`src/hdl/nrti_pkg.sv`:
```
// ----------------------------------------------------------------------------
// NE resource table indexer package
// Table layout constants, record kinds and the front-to-back job format.
// ----------------------------------------------------------------------------
package nrti_pkg;

   localparam int TABLE_HEADER_BYTES = 2;
   localparam int TYPE_HEADER_BYTES  = 8;
   localparam int NAME_ENTRY_BYTES   = 12;

   localparam int HOLD_DEPTH  = TYPE_HEADER_BYTES - 1;
   localparam int HOLD_IDX_W  = $clog2(HOLD_DEPTH);
   localparam int HOLD_W      = HOLD_DEPTH * 8;
   localparam int HOLD_PAD_W  = (1 << HOLD_IDX_W) * 8;
   localparam int HBI_W       = $clog2(TYPE_HEADER_BYTES);
   localparam int POS_W       = 16;
   localparam int TYPES_W     = 14;
   localparam int NAMES_W     = 16;
   localparam int SKIP_W      = 16 + $clog2(NAME_ENTRY_BYTES + 1);
   localparam int SCAN_W      = $clog2(HOLD_DEPTH + 257);
   localparam int RESCAN_CAP  = 5;
   localparam int FOUND_W     = $clog2(RESCAN_CAP + 1);
   localparam int QUEUE_DEPTH = 4;
   localparam int QPTR_W      = $clog2(QUEUE_DEPTH);

   localparam logic [TYPES_W-1:0] TYPES_MAX = '1;
   localparam logic [NAMES_W-1:0] NAMES_MAX = '1;

   typedef enum logic [1:0] {
      KIND_TYPE    = 2'd0,
      KIND_NAME    = 2'd1,
      KIND_SUMMARY = 2'd2
   } nrti_kind_type;

   typedef struct packed {
      logic                has_rec;
      nrti_kind_type       rec_kind;
      logic [POS_W-1:0]    offset;
      logic [15:0]         type_code;
      logic [15:0]         count;
      logic                is_end;
      logic [HBI_W-1:0]    scan_len;
      logic [POS_W-1:0]    scan_start;
      logic [HOLD_W-1:0]   held;
   } nrti_job_type;

endpackage

```
`src/hdl/nrti_if.sv`:
```
// ----------------------------------------------------------------------------
// NE resource table indexer channels
// Valid/ready interfaces for the byte input and the record output.
// ----------------------------------------------------------------------------
interface nrti_req_if;
   logic       valid;
   logic       ready;
   logic [7:0] data_byte;
   logic       last_byte;

   modport source (output valid, data_byte, last_byte, input ready);
   modport sink   (input valid, data_byte, last_byte, output ready);
endinterface

interface nrti_rsp_if;
   logic        valid;
   logic        ready;
   logic [1:0]  record_kind;
   logic [15:0] entry_offset;
   logic [15:0] type_code;
   logic [15:0] resource_total;
   logic [13:0] type_entries_found;
   logic [15:0] names_found;
   logic        final_result;

   modport source (output valid, record_kind, entry_offset, type_code, resource_total,
                   type_entries_found, names_found, final_result, input ready);
   modport sink   (input valid, record_kind, entry_offset, type_code, resource_total,
                   type_entries_found, names_found, final_result, output ready);
endinterface

```
`src/hdl/nrti_front.sv`:
```
// ----------------------------------------------------------------------------
// NE resource table indexer front end
// Walks bytes one per cycle while the job queue has room; queues record jobs.
// ----------------------------------------------------------------------------
module nrti_front (
   input  logic                 clock,
   input  logic                 reset,
   nrti_req_if.sink             req_chan,
   output logic                 push,
   output nrti_pkg::nrti_job_type push_job,
   input  logic                 queue_full
);

   typedef enum logic [4:0] {
      SEC_HEADER    = 5'b00001,
      SEC_TYPE      = 5'b00010,
      SEC_TYPE_SKIP = 5'b00100,
      SEC_NAMES     = 5'b01000,
      SEC_DONE      = 5'b10000
   } sec_type;

   sec_type                           sec_ff, sec_in;
   logic [nrti_pkg::POS_W-1:0]        pos_ff, pos_in;
   logic [nrti_pkg::HBI_W-1:0]        hbi_ff, hbi_in;
   logic [15:0]                       tid_ff, tid_in;
   logic [15:0]                       cnt_ff, cnt_in;
   logic [nrti_pkg::SKIP_W-1:0]       skip_ff, skip_in;
   logic [7:0]                        held_ff [nrti_pkg::HOLD_DEPTH];

   logic                              accept;
   logic [7:0]                        b;
   logic [nrti_pkg::HBI_W:0]          n;
   logic [15:0]                       tid_now;
   logic [15:0]                       cnt_now;
   logic [nrti_pkg::SKIP_W-1:0]       skip_calc;
   logic                              held_we;
   logic [nrti_pkg::HOLD_W-1:0]       held_merged;
   logic                              rec_valid;
   nrti_pkg::nrti_kind_type           rec_kind;
   logic [nrti_pkg::POS_W-1:0]        rec_offset;
   logic                              scan;

   assign req_chan.ready = !queue_full;
   assign accept         = req_chan.valid && req_chan.ready;
   assign b              = req_chan.data_byte;
   assign n              = {1'b0, hbi_ff} + 1'b1;
   assign held_we        = accept && (sec_ff == SEC_TYPE) &&
                           (hbi_ff < nrti_pkg::HBI_W'(nrti_pkg::HOLD_DEPTH));

   always_comb begin
      tid_now = tid_ff;
      cnt_now = cnt_ff;
      if (n == (nrti_pkg::HBI_W+1)'(1)) begin
         tid_now = {8'h00, b};
      end else if (n == (nrti_pkg::HBI_W+1)'(2)) begin
         tid_now = {b, tid_ff[7:0]};
      end else if (n == (nrti_pkg::HBI_W+1)'(3)) begin
         cnt_now = {8'h00, b};
      end else if (n == (nrti_pkg::HBI_W+1)'(4)) begin
         cnt_now = {b, cnt_ff[7:0]};
      end
   end

   assign skip_calc = nrti_pkg::SKIP_W'(cnt_now) *
                      nrti_pkg::SKIP_W'(nrti_pkg::NAME_ENTRY_BYTES);

   always_comb begin
      for (int j = 0; j < nrti_pkg::HOLD_DEPTH; j++) begin
         held_merged[j*8 +: 8] = (held_we && hbi_ff == nrti_pkg::HBI_W'(j)) ? b : held_ff[j];
      end
   end

   always_comb begin
      sec_in     = sec_ff;
      pos_in     = pos_ff;
      hbi_in     = hbi_ff;
      tid_in     = tid_ff;
      cnt_in     = cnt_ff;
      skip_in    = skip_ff;
      rec_valid  = 1'b0;
      rec_kind   = nrti_pkg::KIND_TYPE;
      rec_offset = pos_ff;
      scan       = 1'b0;
      push_job   = '0;

      if (accept) begin
         unique case (sec_ff)
            SEC_HEADER: begin
               if ({1'b0, pos_ff} + 17'd1 >= 17'(nrti_pkg::TABLE_HEADER_BYTES)) begin
                  sec_in = SEC_TYPE;
                  hbi_in = '0;
               end
            end
            SEC_TYPE: begin
               tid_in = tid_now;
               cnt_in = cnt_now;
               hbi_in = n[nrti_pkg::HBI_W-1:0];
               if (n == (nrti_pkg::HBI_W+1)'(2) && tid_now == 16'h0000) begin
                  sec_in  = SEC_NAMES;
                  skip_in = '0;
                  hbi_in  = '0;
               end else if (n == (nrti_pkg::HBI_W+1)'(nrti_pkg::TYPE_HEADER_BYTES)) begin
                  rec_valid  = 1'b1;
                  rec_kind   = nrti_pkg::KIND_TYPE;
                  rec_offset = pos_ff - nrti_pkg::POS_W'(nrti_pkg::TYPE_HEADER_BYTES - 1);
                  skip_in    = skip_calc;
                  sec_in     = (skip_calc != '0) ? SEC_TYPE_SKIP : SEC_TYPE;
                  hbi_in     = '0;
               end
            end
            SEC_TYPE_SKIP: begin
               if (skip_ff != '0) begin
                  skip_in = skip_ff - 1'b1;
               end
               if (skip_ff <= nrti_pkg::SKIP_W'(1)) begin
                  sec_in = SEC_TYPE;
               end
            end
            SEC_NAMES: begin
               if (skip_ff != '0) begin
                  skip_in = skip_ff - 1'b1;
               end else if (b == 8'h00) begin
                  sec_in = SEC_DONE;
               end else begin
                  rec_valid  = 1'b1;
                  rec_kind   = nrti_pkg::KIND_NAME;
                  rec_offset = pos_ff;
                  skip_in    = nrti_pkg::SKIP_W'(b);
               end
            end
            SEC_DONE: begin
            end
            default: begin
            end
         endcase

         pos_in = pos_ff + 1'b1;

         push_job.has_rec   = rec_valid;
         push_job.rec_kind  = rec_kind;
         push_job.offset    = rec_offset;
         push_job.type_code = (rec_kind == nrti_pkg::KIND_TYPE) ? tid_now : 16'h0000;
         push_job.count     = (rec_kind == nrti_pkg::KIND_TYPE) ? cnt_now : 16'h0000;
         push_job.held      = held_merged;

         if (req_chan.last_byte) begin
            scan                = (sec_in == SEC_TYPE) && (hbi_in != '0);
            push_job.is_end     = 1'b1;
            push_job.scan_len   = scan ? hbi_in : '0;
            push_job.scan_start = pos_ff - (nrti_pkg::POS_W'(hbi_in) - 16'd1);
            sec_in  = SEC_HEADER;
            pos_in  = '0;
            hbi_in  = '0;
            tid_in  = '0;
            cnt_in  = '0;
            skip_in = '0;
         end
      end
   end

   assign push = accept && (rec_valid || req_chan.last_byte);

   always_ff @(posedge clock) begin
      if (reset) begin
         sec_ff  <= SEC_HEADER;
         pos_ff  <= '0;
         hbi_ff  <= '0;
         tid_ff  <= '0;
         cnt_ff  <= '0;
         skip_ff <= '0;
      end else begin
         sec_ff  <= sec_in;
         pos_ff  <= pos_in;
         hbi_ff  <= hbi_in;
         tid_ff  <= tid_in;
         cnt_ff  <= cnt_in;
         skip_ff <= skip_in;
      end
   end

   always_ff @(posedge clock) begin
      if (held_we) begin
         held_ff[hbi_ff[nrti_pkg::HOLD_IDX_W-1:0]] <= b;
      end
   end

endmodule

```
`src/hdl/nrti_queue.sv`:
```
// ----------------------------------------------------------------------------
// NE resource table indexer job queue
// Short FIFO of record jobs between the front end and the back end.
// ----------------------------------------------------------------------------
module nrti_queue (
   input  logic                   clock,
   input  logic                   reset,
   input  logic                   push,
   input  nrti_pkg::nrti_job_type push_job,
   output logic                   full,
   input  logic                   pop,
   output nrti_pkg::nrti_job_type pop_job,
   output logic                   empty
);

   nrti_pkg::nrti_job_type        entry_ff [nrti_pkg::QUEUE_DEPTH];
   logic [nrti_pkg::QPTR_W-1:0]   wr_ptr_ff, wr_ptr_in;
   logic [nrti_pkg::QPTR_W-1:0]   rd_ptr_ff, rd_ptr_in;
   logic [nrti_pkg::QPTR_W:0]     count_ff, count_in;
   logic                          do_push;
   logic                          do_pop;

   assign full    = (count_ff == (nrti_pkg::QPTR_W+1)'(nrti_pkg::QUEUE_DEPTH));
   assign empty   = (count_ff == '0);
   assign do_push = push && !full;
   assign do_pop  = pop && !empty;
   assign pop_job = entry_ff[rd_ptr_ff];

   always_comb begin
      wr_ptr_in = do_push ? wr_ptr_ff + 1'b1 : wr_ptr_ff;
      rd_ptr_in = do_pop  ? rd_ptr_ff + 1'b1 : rd_ptr_ff;
      count_in  = count_ff;
      if (do_push && !do_pop) begin
         count_in = count_ff + 1'b1;
      end else if (do_pop && !do_push) begin
         count_in = count_ff - 1'b1;
      end
   end

   always_ff @(posedge clock) begin
      if (reset) begin
         wr_ptr_ff <= '0;
         rd_ptr_ff <= '0;
         count_ff  <= '0;
      end else begin
         wr_ptr_ff <= wr_ptr_in;
         rd_ptr_ff <= rd_ptr_in;
         count_ff  <= count_in;
      end
   end

   always_ff @(posedge clock) begin
      if (do_push) begin
         entry_ff[wr_ptr_ff] <= push_job;
      end
   end

endmodule

```
`src/hdl/nrti_back.sv`:
```
// ----------------------------------------------------------------------------
// NE resource table indexer back end
// Emits queued records, rescans truncated type headers, closes each table.
// ----------------------------------------------------------------------------
module nrti_back (
   input  logic                   clock,
   input  logic                   reset,
   input  nrti_pkg::nrti_job_type job,
   input  logic                   empty,
   output logic                   pop,
   nrti_rsp_if.source             rsp_chan
);

   typedef enum logic [2:0] {
      ST_IDLE    = 3'b001,
      ST_SCAN    = 3'b010,
      ST_SUMMARY = 3'b100
   } state_type;

   state_type                          state_ff, state_in;
   logic [nrti_pkg::TYPES_W-1:0]       types_ff, types_in;
   logic [nrti_pkg::NAMES_W-1:0]       names_ff, names_in;
   logic [nrti_pkg::HOLD_W-1:0]        scan_held_ff, scan_held_in;
   logic [nrti_pkg::HBI_W-1:0]         scan_len_ff, scan_len_in;
   logic [nrti_pkg::POS_W-1:0]         scan_start_ff, scan_start_in;
   logic [nrti_pkg::SCAN_W-1:0]        scan_idx_ff, scan_idx_in;
   logic [nrti_pkg::FOUND_W-1:0]       found_ff, found_in;
   logic                               rsp_valid_ff, rsp_valid_in;
   nrti_pkg::nrti_kind_type            kind_ff;
   logic [15:0]                        offset_ff;
   logic [15:0]                        tcode_ff;
   logic [15:0]                        rtot_ff;
   logic [nrti_pkg::TYPES_W-1:0]       otypes_ff;
   logic [nrti_pkg::NAMES_W-1:0]       onames_ff;
   logic                               final_ff;

   logic                               out_free;
   logic                               emit;
   nrti_pkg::nrti_kind_type            e_kind;
   logic [15:0]                        e_offset;
   logic [15:0]                        e_tcode;
   logic [15:0]                        e_rtot;
   logic [nrti_pkg::TYPES_W-1:0]       e_types;
   logic [nrti_pkg::NAMES_W-1:0]       e_names;
   logic                               e_final;
   logic [nrti_pkg::HOLD_PAD_W-1:0]    scan_pad;
   logic [7:0]                         cur_len;

   assign out_free = !rsp_valid_ff || rsp_chan.ready;
   assign scan_pad = nrti_pkg::HOLD_PAD_W'(scan_held_ff);
   assign cur_len  = scan_pad[scan_idx_ff[nrti_pkg::HOLD_IDX_W-1:0]*8 +: 8];

   always_comb begin
      state_in      = state_ff;
      types_in      = types_ff;
      names_in      = names_ff;
      scan_held_in  = scan_held_ff;
      scan_len_in   = scan_len_ff;
      scan_start_in = scan_start_ff;
      scan_idx_in   = scan_idx_ff;
      found_in      = found_ff;
      pop           = 1'b0;
      emit          = 1'b0;
      e_kind        = nrti_pkg::KIND_NAME;
      e_offset      = '0;
      e_tcode       = '0;
      e_rtot        = '0;
      e_types       = '0;
      e_names       = '0;
      e_final       = 1'b0;

      unique case (state_ff)
         ST_IDLE: begin
            if (out_free && !empty) begin
               pop = 1'b1;
               if (job.has_rec) begin
                  emit     = 1'b1;
                  e_kind   = job.rec_kind;
                  e_offset = job.offset;
                  e_tcode  = job.type_code;
                  e_rtot   = job.count;
                  if (job.rec_kind == nrti_pkg::KIND_TYPE) begin
                     if (types_ff != nrti_pkg::TYPES_MAX) types_in = types_ff + 1'b1;
                  end else begin
                     if (names_ff != nrti_pkg::NAMES_MAX) names_in = names_ff + 1'b1;
                  end
               end
               if (job.is_end) begin
                  scan_held_in  = job.held;
                  scan_len_in   = job.scan_len;
                  scan_start_in = job.scan_start;
                  scan_idx_in   = '0;
                  found_in      = '0;
                  state_in      = (job.scan_len != '0) ? ST_SCAN : ST_SUMMARY;
               end
            end
         end
         ST_SCAN: begin
            if (out_free) begin
               if (scan_idx_ff < nrti_pkg::SCAN_W'(scan_len_ff) &&
                   found_ff < nrti_pkg::FOUND_W'(nrti_pkg::RESCAN_CAP) &&
                   cur_len != 8'h00) begin
                  emit        = 1'b1;
                  e_kind      = nrti_pkg::KIND_NAME;
                  e_offset    = scan_start_ff + nrti_pkg::POS_W'(scan_idx_ff);
                  scan_idx_in = scan_idx_ff + nrti_pkg::SCAN_W'(cur_len) + 1'b1;
                  found_in    = found_ff + 1'b1;
                  if (names_ff != nrti_pkg::NAMES_MAX) names_in = names_ff + 1'b1;
               end else begin
                  state_in = ST_SUMMARY;
               end
            end
         end
         ST_SUMMARY: begin
            if (out_free) begin
               emit     = 1'b1;
               e_kind   = nrti_pkg::KIND_SUMMARY;
               e_types  = types_ff;
               e_names  = names_ff;
               e_final  = 1'b1;
               types_in = '0;
               names_in = '0;
               state_in = ST_IDLE;
            end
         end
         default: begin
            state_in = ST_IDLE;
         end
      endcase

      rsp_valid_in = emit ? 1'b1 : (rsp_valid_ff && !rsp_chan.ready);
   end

   always_ff @(posedge clock) begin
      if (reset) begin
         state_ff     <= ST_IDLE;
         types_ff     <= '0;
         names_ff     <= '0;
         rsp_valid_ff <= 1'b0;
      end else begin
         state_ff     <= state_in;
         types_ff     <= types_in;
         names_ff     <= names_in;
         rsp_valid_ff <= rsp_valid_in;
      end
   end

   always_ff @(posedge clock) begin
      scan_held_ff  <= scan_held_in;
      scan_len_ff   <= scan_len_in;
      scan_start_ff <= scan_start_in;
      scan_idx_ff   <= scan_idx_in;
      found_ff      <= found_in;
      if (emit) begin
         kind_ff   <= e_kind;
         offset_ff <= e_offset;
         tcode_ff  <= e_tcode;
         rtot_ff   <= e_rtot;
         otypes_ff <= e_types;
         onames_ff <= e_names;
         final_ff  <= e_final;
      end
   end

   assign rsp_chan.valid              = rsp_valid_ff;
   assign rsp_chan.record_kind        = kind_ff;
   assign rsp_chan.entry_offset       = offset_ff;
   assign rsp_chan.type_code          = tcode_ff;
   assign rsp_chan.resource_total     = rtot_ff;
   assign rsp_chan.type_entries_found = otypes_ff;
   assign rsp_chan.names_found        = onames_ff;
   assign rsp_chan.final_result       = final_ff;

endmodule

```
`src/hdl/ne_resource_table_indexer_top.sv`:
```
// ----------------------------------------------------------------------------
// NE resource table indexer
// Indexes type entries and resource names of an NE resource table stream.
// ----------------------------------------------------------------------------
// Usage:
//  req_chan takes one table byte per transfer; last_byte closes the table.
//  rsp_chan gives records: type entries (offset, id, count), name entries
//  (offset of the length byte) and one summary record per table carrying
//  both counts with final_result set. A new table may follow at once.
//  Throughput: one byte per cycle while the queue has room. A byte
//  that causes a record queues a job; the back end pops it into the
//  output register that drives rsp_chan.
//  The back end emits one record per cycle while rsp_chan is not stalled;
//  at the end of a table that stops inside a type header it rescans the
//  held bytes, one name per cycle (up to five), then ends the scan and
//  emits the summary.
//  A four-entry job queue sits between the byte walker and the record
//  emitter; req_chan.ready drops only while that queue is full, so a
//  stalled receiver backs up the queue first, then the input.
//  Reset (synchronous, active high) clears the walker, the queue, the
//  counts and any pending record.
// ----------------------------------------------------------------------------
module ne_resource_table_indexer_top (
   input  logic        clock,
   input  logic        reset,
   nrti_req_if.sink    req_chan,
   nrti_rsp_if.source  rsp_chan
);

   logic                   push;
   nrti_pkg::nrti_job_type push_job;
   logic                   queue_full;
   logic                   pop;
   nrti_pkg::nrti_job_type pop_job;
   logic                   queue_empty;

   nrti_front u_front (
      .clock      (clock),
      .reset      (reset),
      .req_chan   (req_chan),
      .push       (push),
      .push_job   (push_job),
      .queue_full (queue_full)
   );

   nrti_queue u_queue (
      .clock    (clock),
      .reset    (reset),
      .push     (push),
      .push_job (push_job),
      .full     (queue_full),
      .pop      (pop),
      .pop_job  (pop_job),
      .empty    (queue_empty)
   );

   nrti_back u_back (
      .clock    (clock),
      .reset    (reset),
      .job      (pop_job),
      .empty    (queue_empty),
      .pop      (pop),
      .rsp_chan (rsp_chan)
   );

endmodule

```
`src/flat_wrapper.sv`:
```
// flat-port wrapper written by rule: the top's interface ports become plain ports
module ne_resource_table_indexer_top_flat 
  (clock, reset, req_chan_valid, req_chan_data_byte, req_chan_last_byte, req_chan_ready, rsp_chan_valid, rsp_chan_record_kind, rsp_chan_entry_offset, rsp_chan_type_code, rsp_chan_resource_total, rsp_chan_type_entries_found, rsp_chan_names_found, rsp_chan_final_result, rsp_chan_ready);
  nrti_req_if req_chan_i ();
  nrti_rsp_if rsp_chan_i ();
  input  logic clock;
  input  logic reset;
  input wire logic [$bits(req_chan_i.valid)-1:0] req_chan_valid;
  input wire logic [$bits(req_chan_i.data_byte)-1:0] req_chan_data_byte;
  input wire logic [$bits(req_chan_i.last_byte)-1:0] req_chan_last_byte;
  output wire logic [$bits(req_chan_i.ready)-1:0] req_chan_ready;
  output wire logic [$bits(rsp_chan_i.valid)-1:0] rsp_chan_valid;
  output wire logic [$bits(rsp_chan_i.record_kind)-1:0] rsp_chan_record_kind;
  output wire logic [$bits(rsp_chan_i.entry_offset)-1:0] rsp_chan_entry_offset;
  output wire logic [$bits(rsp_chan_i.type_code)-1:0] rsp_chan_type_code;
  output wire logic [$bits(rsp_chan_i.resource_total)-1:0] rsp_chan_resource_total;
  output wire logic [$bits(rsp_chan_i.type_entries_found)-1:0] rsp_chan_type_entries_found;
  output wire logic [$bits(rsp_chan_i.names_found)-1:0] rsp_chan_names_found;
  output wire logic [$bits(rsp_chan_i.final_result)-1:0] rsp_chan_final_result;
  input wire logic [$bits(rsp_chan_i.ready)-1:0] rsp_chan_ready;
  assign req_chan_i.valid = req_chan_valid;
  assign req_chan_i.data_byte = req_chan_data_byte;
  assign req_chan_i.last_byte = req_chan_last_byte;
  assign req_chan_ready = req_chan_i.ready;
  assign rsp_chan_valid = rsp_chan_i.valid;
  assign rsp_chan_record_kind = rsp_chan_i.record_kind;
  assign rsp_chan_entry_offset = rsp_chan_i.entry_offset;
  assign rsp_chan_type_code = rsp_chan_i.type_code;
  assign rsp_chan_resource_total = rsp_chan_i.resource_total;
  assign rsp_chan_type_entries_found = rsp_chan_i.type_entries_found;
  assign rsp_chan_names_found = rsp_chan_i.names_found;
  assign rsp_chan_final_result = rsp_chan_i.final_result;
  assign rsp_chan_i.ready = rsp_chan_ready;
  ne_resource_table_indexer_top u_core (.clock(clock), .reset(reset), .req_chan(req_chan_i), .rsp_chan(rsp_chan_i));
endmodule
```
`config.mk`:
```
export PLATFORM = sky130hd
export DESIGN_NAME = ne_resource_table_indexer_top_flat
export DESIGN_NICKNAME = d
export VERILOG_FILES = /design/src/hdl/nrti_pkg.sv /design/src/hdl/nrti_if.sv /design/src/hdl/nrti_front.sv /design/src/hdl/nrti_queue.sv /design/src/hdl/nrti_back.sv /design/src/hdl/ne_resource_table_indexer_top.sv /design/src/flat_wrapper.sv
export SDC_FILE = /design/constraint.sdc
export NUM_CORES = 1
export LEC_CHECK = 0
export ABC_AREA = 1
export BUFFER_PORTS_ARGS = -buffer_cell sky130_fd_sc_hd__buf_2
export CORE_ASPECT_RATIO = 0.8
export CORE_UTILIZATION = 30
export DETAILED_ROUTE_END_ITERATION = 6
export SYNTH_ARGS = -nofsm -noshare
export SYNTH_HDL_FRONTEND = slang
export SYNTH_SLANG_ARGS = --single-unit
```
`constraint.sdc`:
```
create_clock -name clock -period 13.6 [get_ports clock]
set_input_delay 0.68 -clock clock [delete_from_list [all_inputs] [get_ports clock]]
set_output_delay 0.68 -clock clock [all_outputs]
set_load 0.01 [all_outputs]
```
Word-level counts from Yosys, hierarchy flattened --
Memories as Yosys holds them, arrays and structs flattened. A register that Yosys moved wholly into a read port is not among the register bits. Cells that the tools add are included.
Word-level totals: bits in writable memories 564, input port bits 13, register bits 285, memories 2
Cells by class: equal/unequal tests 35, multiply operators 1, mux-type cells 116, reduce and logical (&&, ||, !) cells 55, magnitude comparators 5, add/sub/neg operators 17, shift operators 1
Memory list:
- u_core.u_queue.entry_ff | depth 4, width 127, rd ports 1, clocked after Yosys merged registers in 1, wr ports 1, RTL line nrti_queue.sv:16 | nrti_pkg::nrti_job_type entry_ff [nrti_pkg::QUEUE_DEPTH];
- u_core.u_front.held_ff | depth 7, width 8, rd ports 7, clocked after Yosys merged registers in 0, wr ports 1, RTL line nrti_front.sv:28 | logic [7:0] held_ff [nrti_pkg::HOLD_DEPTH];
Operators with widths (count):
- $mux 16 | 27
- $mux 20 | 7
- $mux 127 | 1
- $mux 14 | 5
- $shiftx 64x7->8 | 1
- $pmux 20 s3 | 1
- $mux 3 | 19
- $mux 8 | 7
- $pmux 16 s3 | 1
- $mux 5 | 8
- $reduce_bool 20->1 | 2
- $mux 9 | 4
- $add 16x1->16 const B | 2
- $pmux 16 s2 | 1
- $pmux 14 s2 | 1
- $logic_and 1x1->1 | 21
- $le 20x1->1 const B | 1
- $mux 1 | 20
- $pmux 5 s4 | 1
- $sub 20x1->20 const B | 1
- $mul 16x2->18 const B | 1
- $pmux 9 s2 | 1
- $add 16x1->17 const B | 1
- $ge 17x2->1 const B | 1
- 52 further kinds | 95

Longest topological paths before layout --
Gate-level depths: netlist of run 1.
word-level depth 18, depth in mapped cells 29, gate-level depth less buffers 29

By module --
From an unflattened synthesis of run 1, not the netlist that was laid out.
Unflattened totals: cell total of the unflattened synthesis 3813, area total of the unflattened synthesis 38592.0 µm²
By module, submodules not included:
- nrti_queue | area each 19179.6 µm², cells each 1298, instances 1
- nrti_front | area each 9965.8 µm², cells each 1522, instances 1
- nrti_back | area each 9446.6 µm², cells each 993, instances 1

Worst setup path after synthesis of run 1 --
Ideal clock, no wire load.
kind reg-to-reg, start point register u_core.u_front.hbi_ff[1] (netlist name), end point memory u_core.u_queue.entry_ff[0][0] (netlist name) (enable), path buffers 1, clock period less this slack 7.905 ns, library setup time 0.613 ns, path slack 5.695 ns, cell stages (with the launch flop) 10, data arrival time 7.292 ns, cells stage by stage dfxtp_1 ha_1 ha_1 buf_2 nand3_1 nor2_4 inv_1 a31oi_1 inv_1 nor2_1
On the way: longest elaborated chain between the ends 14, elaborated cells between the ends (all ways) 17, those cells by class add/sub: 1; eq/ne: 3; mux: 8; reduce/logical: 5
Ends and longest elaborated chain:
- start, declared | RTL line nrti_front.sv:24 | logic [nrti_pkg::HBI_W-1:0] hbi_ff, hbi_in;
- start signal, assigned | RTL line nrti_front.sv:174 | hbi_ff <= hbi_in;
- $add 3x1->4 * | RTL line nrti_front.sv:46 | assign n = {1'b0, hbi_ff} + 1'b1;
- $eq 4x2->1 | RTL line nrti_front.sv:55, nrti_front.sv:98
- $mux 16 | RTL line nrti_front.sv:55 | end else if (n == (nrti_pkg::HBI_W+1)'(2)) begin
- $mux 16 | RTL line nrti_front.sv:53 | if (n == (nrti_pkg::HBI_W+1)'(1)) begin
- $logic_not 16->1 | RTL line nrti_front.sv:98 | if (n == (nrti_pkg::HBI_W+1)'(2) && tid_now == 16'h0000) begin
- $logic_and 1x1->1 | RTL line nrti_front.sv:98
- $mux 1 * | RTL line nrti_front.sv:98
- $pmux 1 s2 * | RTL line nrti_front.sv:87 | unique case (sec_ff)
- $mux 1 * | RTL line nrti_front.sv:86 | if (accept) begin
- $logic_or 1x1->1 * | RTL line nrti_front.sv:161 | assign push = accept && (rec_valid || req_chan.last_byte);
- $logic_and 1x1->1 * | RTL line nrti_front.sv:161
- $logic_and 1x1->1 * | RTL line nrti_queue.sv:25 | assign do_push = push && !full;
- net u_core.u_queue.do_push | RTL line nrti_queue.sv:20 | logic do_push;
- $mux 1 * | RTL line nrti_queue.sv:53 | if (do_push) begin
- $mux 1 (implied by the code) * | RTL line nrti_queue.sv:54 | entry_ff[wr_ptr_ff] <= push_job;
- end, declared | RTL line nrti_queue.sv:16
The timed path passes the listed nets; every way through them passes the cells marked *.

==> summary.md, run 1 <==
| Metric | Value |
|---|---|
| Die area | 127000 µm² |
| I/O pin count | 96 |
| Final WS setup | 7618 ps |
| Vias in the first global route | 24560 |
| Area of the multi-input gates | 11780 µm² |
| FMAX | 167.2 MHz |
| Vias per cell | 4.970 |
| CTS sink cnt | 847 |
| Routed vias | 26750 |
| Initial antenna violation count | 0 |
| H-tree levels | 3 |
| Register area | 24250 µm² |
| Post-synth EDFFs | 728 |
| TNS Setup | 0 ps |
| DP HPWL | 59820 µm |
| Post-Route WL | 96140 µm |
| Commonest non-fill, non-tap cell in the layout | edfxtp_1 |
| # Post-CTS Setup Buffers | 0 |
| Die height | 318.9 µm |
| CORE AREA | 123700 µm² |
| Cell Area, Synth | 37670 µm² |
| Predominant post-synthesis flop cell | edfxtp_1 |
| WP data required | 14070 ps |
| Peak supply drop | 0.1623 mV |
| Wire per inst | 17.86 µm |
| Total GRT Usage | 0.1470 |
| Hold Buf Count CTS | 0 |
| Ratio of total power to cell area | 178.9 nW/µm² |
| CP bufs+invs | 3 |
| Cell variety after synth | 61 |
| Sequential fraction of the synthesis area | 0.6436 |
| CTS tree | yes |
| Crit path kind | reg2reg |
| Crit end category | flip-flop |
| Crit path time final | 5982 ps |
| Maximum buffer depth of the clock tree | 3 |
| Placer Congestion | 0.8878 |
| Starting density of the core | 0.3044 |
| Area grow syn2layout | 13.42% |
| Die X | 398.2 µm |
| Routed Antenna Nets | 0 |
| Ant. Diodes | 0 |
| Worst path top cell family by delay | simple AND/OR/NAND/NOR gates |
| Critical path cell sequence | inv_2 > ha_1 > nand3_2 > nand3_1 > inv_1 > or2_2 > o21ai_0 > inv_1 > ha_1 > fa_1 > nand2_1 > nand2_1 > nand3b_1 > nand2_1 > xnor2_1 > nand3_1 > nor2_1 > nand3_1 > o21ai_1 > nand2_1 > nand3_1 > nand3_1 > nor2_1 |
| Mean Syn Cell Area | 10.42 µm² |
| Min-Delay Path Class | in2reg |
| CTS buffer count | 83 |
| R2r setup slk | 7620 ps |
| Fin Hold WS | 405.9 ps |
| Final Setup Violations | 0 |
| CP Data Arrival Time | 6450 ps |
| Max incr delay on CP | 680 ps |
| Type of origin of the critical path | flip-flop |
| Nets | 3768 |
| Mapped Cells | 3616 |
| Worst slack, placed | 7806 ps |
| P_leak | 15.18 nW |
| First-pass GRT wire length | 147000 µm |
| Most frequent cells in the layout | edfxtp_1 (728), nor2_1 (634), o21ai_0 (443), nand2_1 (427), inv_1 (257) |
| Max-Cap Viols | 0 |
| Post-cts sizing count | 0 |
| Largest net degree at the start of global routing | 205 |
| Max Slew Vio Count | 0 |
| Share of cells above drive strength 1 | 0.09054 |
| FFs w/ async S/R, synth | 0 |
| Period utilization | 0.4398 |
| Slowest CP cell | dfxtp_1 |
| Initial DRC Count | 2699 |
| Drt pass-1 iters | 6 |
| CTS Root Buffer Type | clkbuf_16 |
| Worst-Skew Late Latency | 670 ps |
| #FFs+latches synth | 847 |
| RSZ-0062 raised after global routing | false |
| Clk slew on worst S/H paths | 60 ps |
| Most frequent CP cell | nand3_1 |
| Final Hold Vio Count | 0 |
| Yosys Warn Count | 0 |
| Residual DRC | 0 |
| Fillers | 12310 |
| IO buf count | 95 |
| Grt total ovfl | 0 |
| Relative slew slack | 0.1498 |
| Syn nets | 3707 |
| Worst Skew | 40.19 ps |
| Worst-Margin Slew | 1268 ps |
| Largest fanout on the critical path | 21 |
| # rows | 115 |
| Status | finished, final reports clean |
==> power breakdown <==
part	switching [mW]	total (mW)	leakage (nW)	internal (mW)
Combinational	1.37	1.91	6.06	0.531
Sequential	0.150	3.37	7.78	3.22
Clock	1.03	2.37	1.34	1.34
==> area by class of cell <==
type | count | share of cell area
Clock inverter | 45 | 0.01394
Clock buffer | 107 | 0.05166
Multi-Input combinational cell | 2337 | 0.2758
Inverter | 272 | 0.02431
Sequential cell | 847 | 0.5676
Timing Repair Buffer | 136 | 0.01868
Tap cell | 1638 | 0.04797
==> cell families (layout without fill, tap and decap cells) <==
family / count (synthesis) / after routing / synth area share
xor gates and xnor gates: 43 / 43 / 0.009998
and+or+nand+nor: 1329 / 1329 / 0.1472
AOI/OAI and AO/OA: 887 / 887 / 0.1268
buffers and inverters: 432 / 560 / 0.04547
DFF: 847 / 847 / 0.6436
adders and majority gates: 78 / 78 / 0.02690
==> worst register-to-register path: stages, from the launching register on <==
cell      delay, ps
dfxtp_1         680
inv_2           190
ha_1            620
nand3_2         320
nand3_1         480
inv_1           390
or2_2           380
o21ai_0         160
inv_1           180
ha_1            260
fa_1            410
nand2_1          90
nand2_1          80
nand3b_1         90
nand2_1         110
xnor2_1         250
nand3_1         140
nor2_1          120
nand3_1         100
o21ai_1         160
nand2_1          70
nand3_1         180
nand3_1         130
nor2_1          200
==> metal layers <==
metal  global-route usage  vias up  wire length [µm]
li1                     -    12810                 -
met1               0.2201    13010             46290
met2               0.2208      813             41830
met3              0.02468      117              6389
met4              0.03142        0              1627
met5                    0        -                 0
==> sequential cells by signal, indices dropped and copies added (netlist names), 20 cells and up, named ones only <==
signal / flops
u_core.u_front.skip_ff: 20
u_core.u_queue.entry_ff: 504
u_core.u_front.held_ff: 56
u_core.u_back.scan_held_ff: 56
==> per-stage QoR <==
step | instances | area [µm²] | utilization | power (mW)
after floorplan | 3616 | 37670 | - | 4.673
final | 5382 | 42720 | 0.3453 | 7.643
after global routing | 5382 | 42720 | 0.3453 | 8.040
after global placement | 5230 | 39920 | 0.3226 | 5.294
after CTS | 5382 | 42720 | 0.3453 | 7.686
after detailed placement | 5230 | 39920 | 0.3226 | 5.321
==> cell usage after synthesis, drive strengths merged, types with 5 or more instances <==
master / count / area (µm²)
nand3b: 6 / 45.04
fa: 5 / 100.1
o211ai: 6 / 45.04
dfxtp: 119 / 2382
o22ai: 104 / 650.6
nor3: 56 / 310.3
buf: 29 / 190.2
a21oi: 266 / 1373
o21a: 8 / 60.06
nor4: 15 / 108.9
nand3: 110 / 590.6
o21bai: 7 / 52.55
o31ai: 5 / 37.54
clkbuf: 131 / 493.0
or2: 12 / 75.08
a2bb2oi: 6 / 52.55
xor2: 34 / 297.8
edfxtp: 728 / 21860
nand4: 37 / 231.5
o21ai: 456 / 2282
a211oi: 10 / 75.07
xnor2: 9 / 78.83
nor2: 646 / 2450
nand2: 444 / 1717
ha: 73 / 913.4
inv: 269 / 1017
==> worst paths after layout <==
check	cells after the start	from	to
worst min-delay path	2	reset	u_core.u_front.skip_ff[6]$_SDFFE_PP0P_
worst max register to register	23	u_core.u_front.hbi_ff[2]$_SDFFE_PP0P_	u_core.u_queue.entry_ff[1][72]$_DFFE_PP_
worst min register to register	2	u_core.u_front.tid_ff[5]$_SDFFE_PP0P_	u_core.u_front.tid_ff[5]$_SDFFE_PP0P_
worst max-delay path	23	u_core.u_front.hbi_ff[2]$_SDFFE_PP0P_	u_core.u_queue.entry_ff[1][72]$_DFFE_PP_
Power figures use the tool's default switching activity.
==> run 2: changes to the inputs <==
Settings changed: ABC_AREA 1 to 0.
Clock period 13.6 ns to 4.8 ns, I/O delays scaled along.
==> run 2 against run 1 <==
Non-clock buffer count rose by 135. Cell count down 16%. First-iteration DRC count fell by 25%. Via count fell by 16%. Critical path depth fell by 2. Clock-buffer cell count rose by 7. Hold slack lost 360 ps. Area after synthesis is 2.6% lower. Register-to-register slack got worse by 7400 ps. Largest power group unchanged. Sequential power rose to 2.8 times the previous value. Flip-flop and latch count stayed put.
==> summary.md, run 2 <==
| Metric | Value |
|---|---|
| Wire per inst | 19.79 µm |
| Cell count after placement | 4321 |
| Placer Congestion | 0.8341 |
| First-pass GRT wire length | 135300 µm |
| Worst Skew | 32.01 ps |
| Worst-Margin Slew | 1095 ps |
| Max-Cap Viols | 0 |
| Final Util | 0.3589 |
| Die area | 123800 µm² |
| DP HPWL | 57910 µm |
| Clock power frac | 0.337 |
| Max Slew Vio Count | 0 |
| # rows | 114 |
| Status | finished, final reports clean |
| Fillers | 11480 |
| Total GRT Usage | 0.1422 |
| Die height | 314.9 µm |
| Mean Syn Cell Area | 14.22 µm² |
| CORE AREA | 121100 µm² |
| Initial DRC Count | 2037 |
| Largest register FFs | 504 |
| Area contributors post-synth | edfxtp_1 (60%), mux4_2 (8.2%), dfxtp_1 (6.5%) |
| WP data required | 5200 ps |
| Maximum buffer depth of the clock tree | 3 |
| Die X | 393.1 µm |
| Yosys Warn Count | 0 |
| Post-synth EDFFs | 728 |
| #FFs+latches synth | 847 |
| Largest fanout on the critical path | 6 |
| Ratio of total power to cell area | 482.1 nW/µm² |
| Period utilization | 0.9560 |
| FMAX | 217.9 MHz |
| Share of cells above drive strength 1 | 0.2186 |
| Mapped Cells | 2581 |
| H-tree levels | 3 |
| Largest net degree at the start of global routing | 82 |
| Cell taking the most area after synthesis | edfxtp_1 |
| Min-Delay Path Class | in2reg |
| Comb pwr share | 0.215 |
| Switching power | 5.912 mW |
| I/O pin count | 96 |
| Syn nets | 2672 |
| Clk slew on worst S/H paths | 60 ps |
| Routed vias | 22340 |
| Cell Area, Synth | 36710 µm² |
| Commonest non-fill, non-tap cell in the layout | edfxtp_1 |
| CTS tree | yes |
| Nets | 2888 |
| Cell variety after synth | 83 |
| CTS Root Buffer Type | clkbuf_16 |
| Initial antenna violation count | 3 |
| Worst-Skew Late Latency | 660 ps |
| Routed Antenna Nets | 0 |
| Crit end category | flip-flop |
| Yosys top cell area share | 0.5956 |
| Total design power | 20.96 mW |
| P_leak | 15.48 nW |
| Biggest register | u_core.u_queue.entry_ff |
| Sequential power share | 0.448 |
| Vias in the first global route | 21840 |
| Residual DRC | 0 |
| Crit path time final | 4589 ps |
| CTS sink cnt | 847 |
| Count leader, synth | edfxtp_1 |
| Relative slew slack | 0.2645 |
| Final Non-Filler Cells | 4497 |
| Post-Route WL | 88990 µm |
| Most frequent cells in the layout | edfxtp_1 (728), nor2_1 (236), nand2_1 (180), buf_4 (158), a21oi_1 (139) |
| Synth cell count leaders | edfxtp_1 (728), nor2_1 (241), nand2_1 (182), a21oi_1 (140), mux4_2 (134) |
| Sequential fraction of the synthesis area | 0.6605 |
| CTS buffer count | 88 |
| Drt pass-1 iters | 5 |
| CP Data Arrival Time | 4990 ps |
| Ant. Diodes | 0 |
| Predominant post-synthesis flop cell | edfxtp_1 |
| Starting density of the core | 0.3031 |
| Grt total ovfl | 0 |
| Final Setup Violations | 0 |
| Sw Share | 0.2821 |
| IO buf count | 95 |
| Peak supply drop | 0.3782 mV |
| Type of origin of the critical path | flip-flop |
| Area grow syn2layout | 18.42% |
| Fin area | 43470 µm² |
| Vias per cell | 4.967 |
| Int Power | 15.04 mW |
| DP Area | 40170 µm² |
| Crit path kind | reg2reg |
| Final Hold Vio Count | 0 |
| FFs w/ async S/R, synth | 0 |
[run 2: path summary, 6_finish.rpt]
kind                                                start                                       end  slack [ps]  depth (start not counted)
hold reg to reg   u_core.u_back.names_ff[15]$_SDFFE_PP0P_   u_core.u_back.names_ff[15]$_SDFFE_PP0P_         490                          2
setup / recovery    u_core.u_front.pos_ff[6]$_SDFFE_PP0P_  u_core.u_queue.entry_ff[3][70]$_DFFE_PP_         210                         21
hold / removal                             rsp_chan_ready   u_core.u_back.rsp_chan.valid$_SDFF_PP0_          40                          4
setup reg to reg    u_core.u_front.pos_ff[6]$_SDFFE_PP0P_  u_core.u_queue.entry_ff[3][70]$_DFFE_PP_         210                         21
[run 2: logic make-up (layout without fill, tap and decap cells)]
kind of cell	count (synthesis)	in the layout	share of synthesized area
xor gates and xnor gates	90	90	0.02188
buffers and inverters	190	482	0.02011
and+or+nand+nor	788	788	0.1043
AOI/OAI and AO/OA	402	402	0.06892
DFF	847	847	0.6605
muxes	186	186	0.09667
adders and majority gates	78	78	0.02761
[run 2: per-stage QoR]
| stage | setup slack (ps) | TNS, ps | hold WS [ps] |
|---|---|---|---|
| after floorplan | -17.49 | -3506 | 338.9 |
| after global placement | -107.1 | -1046 | 475.4 |
| after detailed placement | -172.1 | -1920 | 488.2 |
| after CTS | 14.51 | 0 | 4.889 |
| after global routing | -35.67 | -220.6 | 65.53 |
| final | 211.4 | 0 | 43.14 |
[run 2: area by class of cell]
class / count / area (µm²) / share of cell area
repair buffers: 271 / 2001 / 0.04603
clock inverters: 52 / 629.4 / 0.01448
well taps: 1624 / 2032 / 0.04675
multi-input cells: 1544 / 12000 / 0.2760
inverters: 45 / 168.9 / 0.003886
clock buffers: 114 / 2382 / 0.05481
flip-flops and latches: 847 / 24260 / 0.5581
[run 2: worst max-delay path: stages (launching register included)]
cell and delay [ps]:
dfxtp_1 400, nand3_1 250, nor3_1 300, mux2i_1 250, o2111ai_2 220, o41ai_2 250, buf_4 180, o21ai_2 80
ha_1 230, xor2_1 160, ha_1 310, buf_4 150, nor2b_1 130, o21ai_0 140, nand2b_1 90, a21o_1 200
a31o_2 260, a41oi_2 210, a21oi_1 120, a31oi_1 180, mux2i_1 100, buf_4 150
[run 2: power by group through the flow]
stage / Clock (mW) / Sequential [mW] / Combinational, mW
2_1_floorplan: 0 / 9.55 / 2.90
3_3_place_gp: 0 / 9.54 / 4.51
3_5_place_dp: 0 / 9.56 / 4.54
4_1_cts: 7.21 / 9.41 / 4.57
5_1_grt: 7.48 / 9.48 / 4.95
6_report: 7.06 / 9.40 / 4.50
[run 2: what timing repair did]
action | 4_1_cts | 5_1_grt
hold buffers | 1 | 0
buffers inserted | 1 | 7
cloned | 0 | 1
endpoints found under the hold margin | 9 | 0
resized for setup | 10 | 44
pin swaps | 2 | 15
setup endpoints to repair | 19 | 41
[run 2: metal layers]
metal / up-vias / global-route usage / routed length (µm) / part of all wire
li1: 10350 / - / - / -
met1: 11260 / 0.2121 / 42840 / 0.48
met2: 615 / 0.2107 / 39190 / 0.44
met3: 102 / 0.02813 / 5492 / 0.062
met4: 4 / 0.03484 / 1449 / 0.016
met5: - / 0 / 20 / 0.00022
==> run 3: changes to the inputs <==
Clock period 4.8 ns to 4.45 ns, I/O delays scaled along.
==> run 3 against run 2 <==
The flow now finishes with violations (negative setup slack). Register-to-register slack got worse by 250 ps. First-iteration DRC count fell by 6.8%. Clock-buffer cell count fell by 10. Largest cell class unchanged.
==> summary.md, run 3 (synthesis gave the netlist of run 2 again) <==
| Metric | Value |
|---|---|
| Final WS setup | -38.72 ps |
| Most frequent CP cell | and3_4 |
| Final Setup Violations | 8 |
| H-tree levels | 3 |
| Slowest CP cell | o41ai_4 |
| Ratio of total power to cell area | 511.6 nW/µm² |
| Max incr delay on CP | 410 ps |
| Initial DRC Count | 1898 |
| Period utilization | 1.009 |
| Relative slew slack | 0.1764 |
| Starting density of the core | 0.3031 |
| CTS tree | yes |
| Die X | 393.1 µm |
| Max Slew Vio Count | 0 |
| Routed vias | 22620 |
| Critical path cell sequence | ha_4 > and3_4 > and4_4 > and3_4 > o2111ai_4 > o41ai_4 > o21ai_2 > ha_2 > xor2_1 > ha_1 > buf_6 > nor2b_4 > o21ai_1 > nand2b_1 > a21o_1 > a31o_4 > a41oi_2 > a21oi_2 > a31oi_2 > mux2i_2 |
| Die area | 123800 µm² |
| Vias in the first global route | 22520 |
| I/O pin count | 96 |
| Total GRT Usage | 0.1444 |
| P_leak | 15.86 nW |
| Status | finished, violations left |
| IO buf count | 95 |
| Wire per inst | 19.72 µm |
| Min-Delay Path Class | in2reg |
| Largest register FFs | 504 |
| CORE AREA | 121100 µm² |
| Fillers | 11370 |
| Crit path time final | 4489 ps |
| Crit end category | flip-flop |
| Worst path top cell family by delay | compound AO/OA/AOI/OAI gates |
| FMAX | 222.8 MHz |
| Maximum buffer depth of the clock tree | 3 |
| Commonest non-fill, non-tap cell in the layout | edfxtp_1 |
| Area grow syn2layout | 21.51% |
| Worst-Skew Late Latency | 670 ps |
| Type of origin of the critical path | flip-flop |
| Die height | 314.9 µm |
| Failing checks | negative setup slack |
| Nets | 2955 |
| Placer Congestion | 0.8705 |
| Largest fanout on the critical path | 4 |
| Initial antenna violation count | 3 |
| Post-Route WL | 90020 µm |
| Worst-Margin Slew | 1226 ps |
| Final Util | 0.3683 |
| Clk slew on worst S/H paths | 60 ps |
| DP HPWL | 58230 µm |
| Grt total ovfl | 0 |
| Share of cells above drive strength 1 | 0.2548 |
| TNS Setup | -143.5 ps |
| CTS sink cnt | 847 |
| Worst Skew | 35.75 ps |
| Vias per cell | 4.955 |
| Most frequent cells in the layout | edfxtp_1 (728), nor2_1 (231), buf_4 (208), nand2_1 (178), a21oi_1 (135) |
| Peak supply drop | 0.4084 mV |
| Max-Cap Viols | 0 |
| WP data required | 4910 ps |
| Crit path kind | reg2reg |
| Biggest register | u_core.u_queue.entry_ff |
| Drt pass-1 iters | 6 |
| Final Hold Vio Count | 0 |
| RSZ-0062 raised after global routing | true |
| CP Data Arrival Time | 4950 ps |
| Residual DRC | 0 |
| CTS Root Buffer Type | clkbuf_16 |
| CP bufs+invs | 1 |
| Routed Antenna Nets | 0 |
| First-pass GRT wire length | 137700 µm |
| Largest net degree at the start of global routing | 126 |
| CTS buffer count | 91 |
| # rows | 114 |
## run 3: cell count changes in the layout (fill, tap and decap cells not counted), moves of 8 or more
cell      before  now
clkbuf_1      20   12
buf_12        15   25
dfxtp_1      113  104
buf_4        158  208
ha_1          69   60
ha_4           0   11
clkinv_1       9   19
## run 3: timing repair
item / in CTS / in global routing
gates resized for setup: 39 / 75
pin swaps: 31 / 43
hold buffers: 1 / 0
endpoints found under the hold margin: 1 / 0
setup endpoints to repair: 37 / 41
setup buffers: 9 / 17
## run 3: final timing paths
check | startpoint | to | slack [ps] | cells past startpoint
setup / recovery | u_core.u_front.pos_ff[1]$_SDFFE_PP0P_ | u_core.u_queue.entry_ff[1][70]$_DFFE_PP_ | -40 | 20
hold / removal | reset | u_core.u_back.rsp_chan.valid$_SDFF_PP0_ | 70 | 2
setup reg to reg | u_core.u_front.pos_ff[1]$_SDFFE_PP0P_ | u_core.u_queue.entry_ff[1][70]$_DFFE_PP_ | -40 | 20
hold reg to reg | u_core.u_back.names_ff[1]$_SDFFE_PP0P_ | u_core.u_back.names_ff[1]$_SDFFE_PP0P_ | 510 | 2
## run 3: routing by layer
layer / up-vias / global-route usage / wire [µm]
met5: - / 0 / 13
met4: 2 / 0.04139 / 2082
met3: 131 / 0.02807 / 5883
met2: 653 / 0.2215 / 40550
met1: 11340 / 0.2070 / 41490
li1: 10490 / - / -
## run 3: metrics by stage
step / area [µm²] / hold WS [ps] / total power, mW / instances / setup slack (ps)
CTS: 44100 / 50.51 / 23.12 / 4547 / -24.19
global placement: 40790 / 477.3 / 15.28 / 4368 / -292.5
finish: 44600 / 69.74 / 22.82 / 4565 / -38.72
global route: 44600 / 87.98 / 23.86 / 4564 / -231.3
floorplan: 36950 / 321.4 / 13.43 / 2581 / -228.9
detailed placement: 40790 / 493.2 / 15.32 / 4368 / -384.0
## run 3: report_power, final
| group | switching, mW | internal [mW] | total [mW] |
|---|---|---|---|
| combinational | 2.94 | 2.04 | 4.98 |
| clock | 3.18 | 4.57 | 7.75 |
| sequential | 0.345 | 9.74 | 10.1 |
## run 3: final cells by class
cell class,instances,area (µm²),share of cell area
Antenna cell,1,2.502,0.00005610
Clock buffer,104,2347,0.05263
Clock inverter,65,740.7,0.01661
Inverter,45,173.9,0.003899
Multi-Input combinational cell,1544,12400,0.2781
Sequential cell,847,24280,0.5444
Tap cell,1624,2032,0.04556
Timing Repair Buffer,335,2621,0.05877
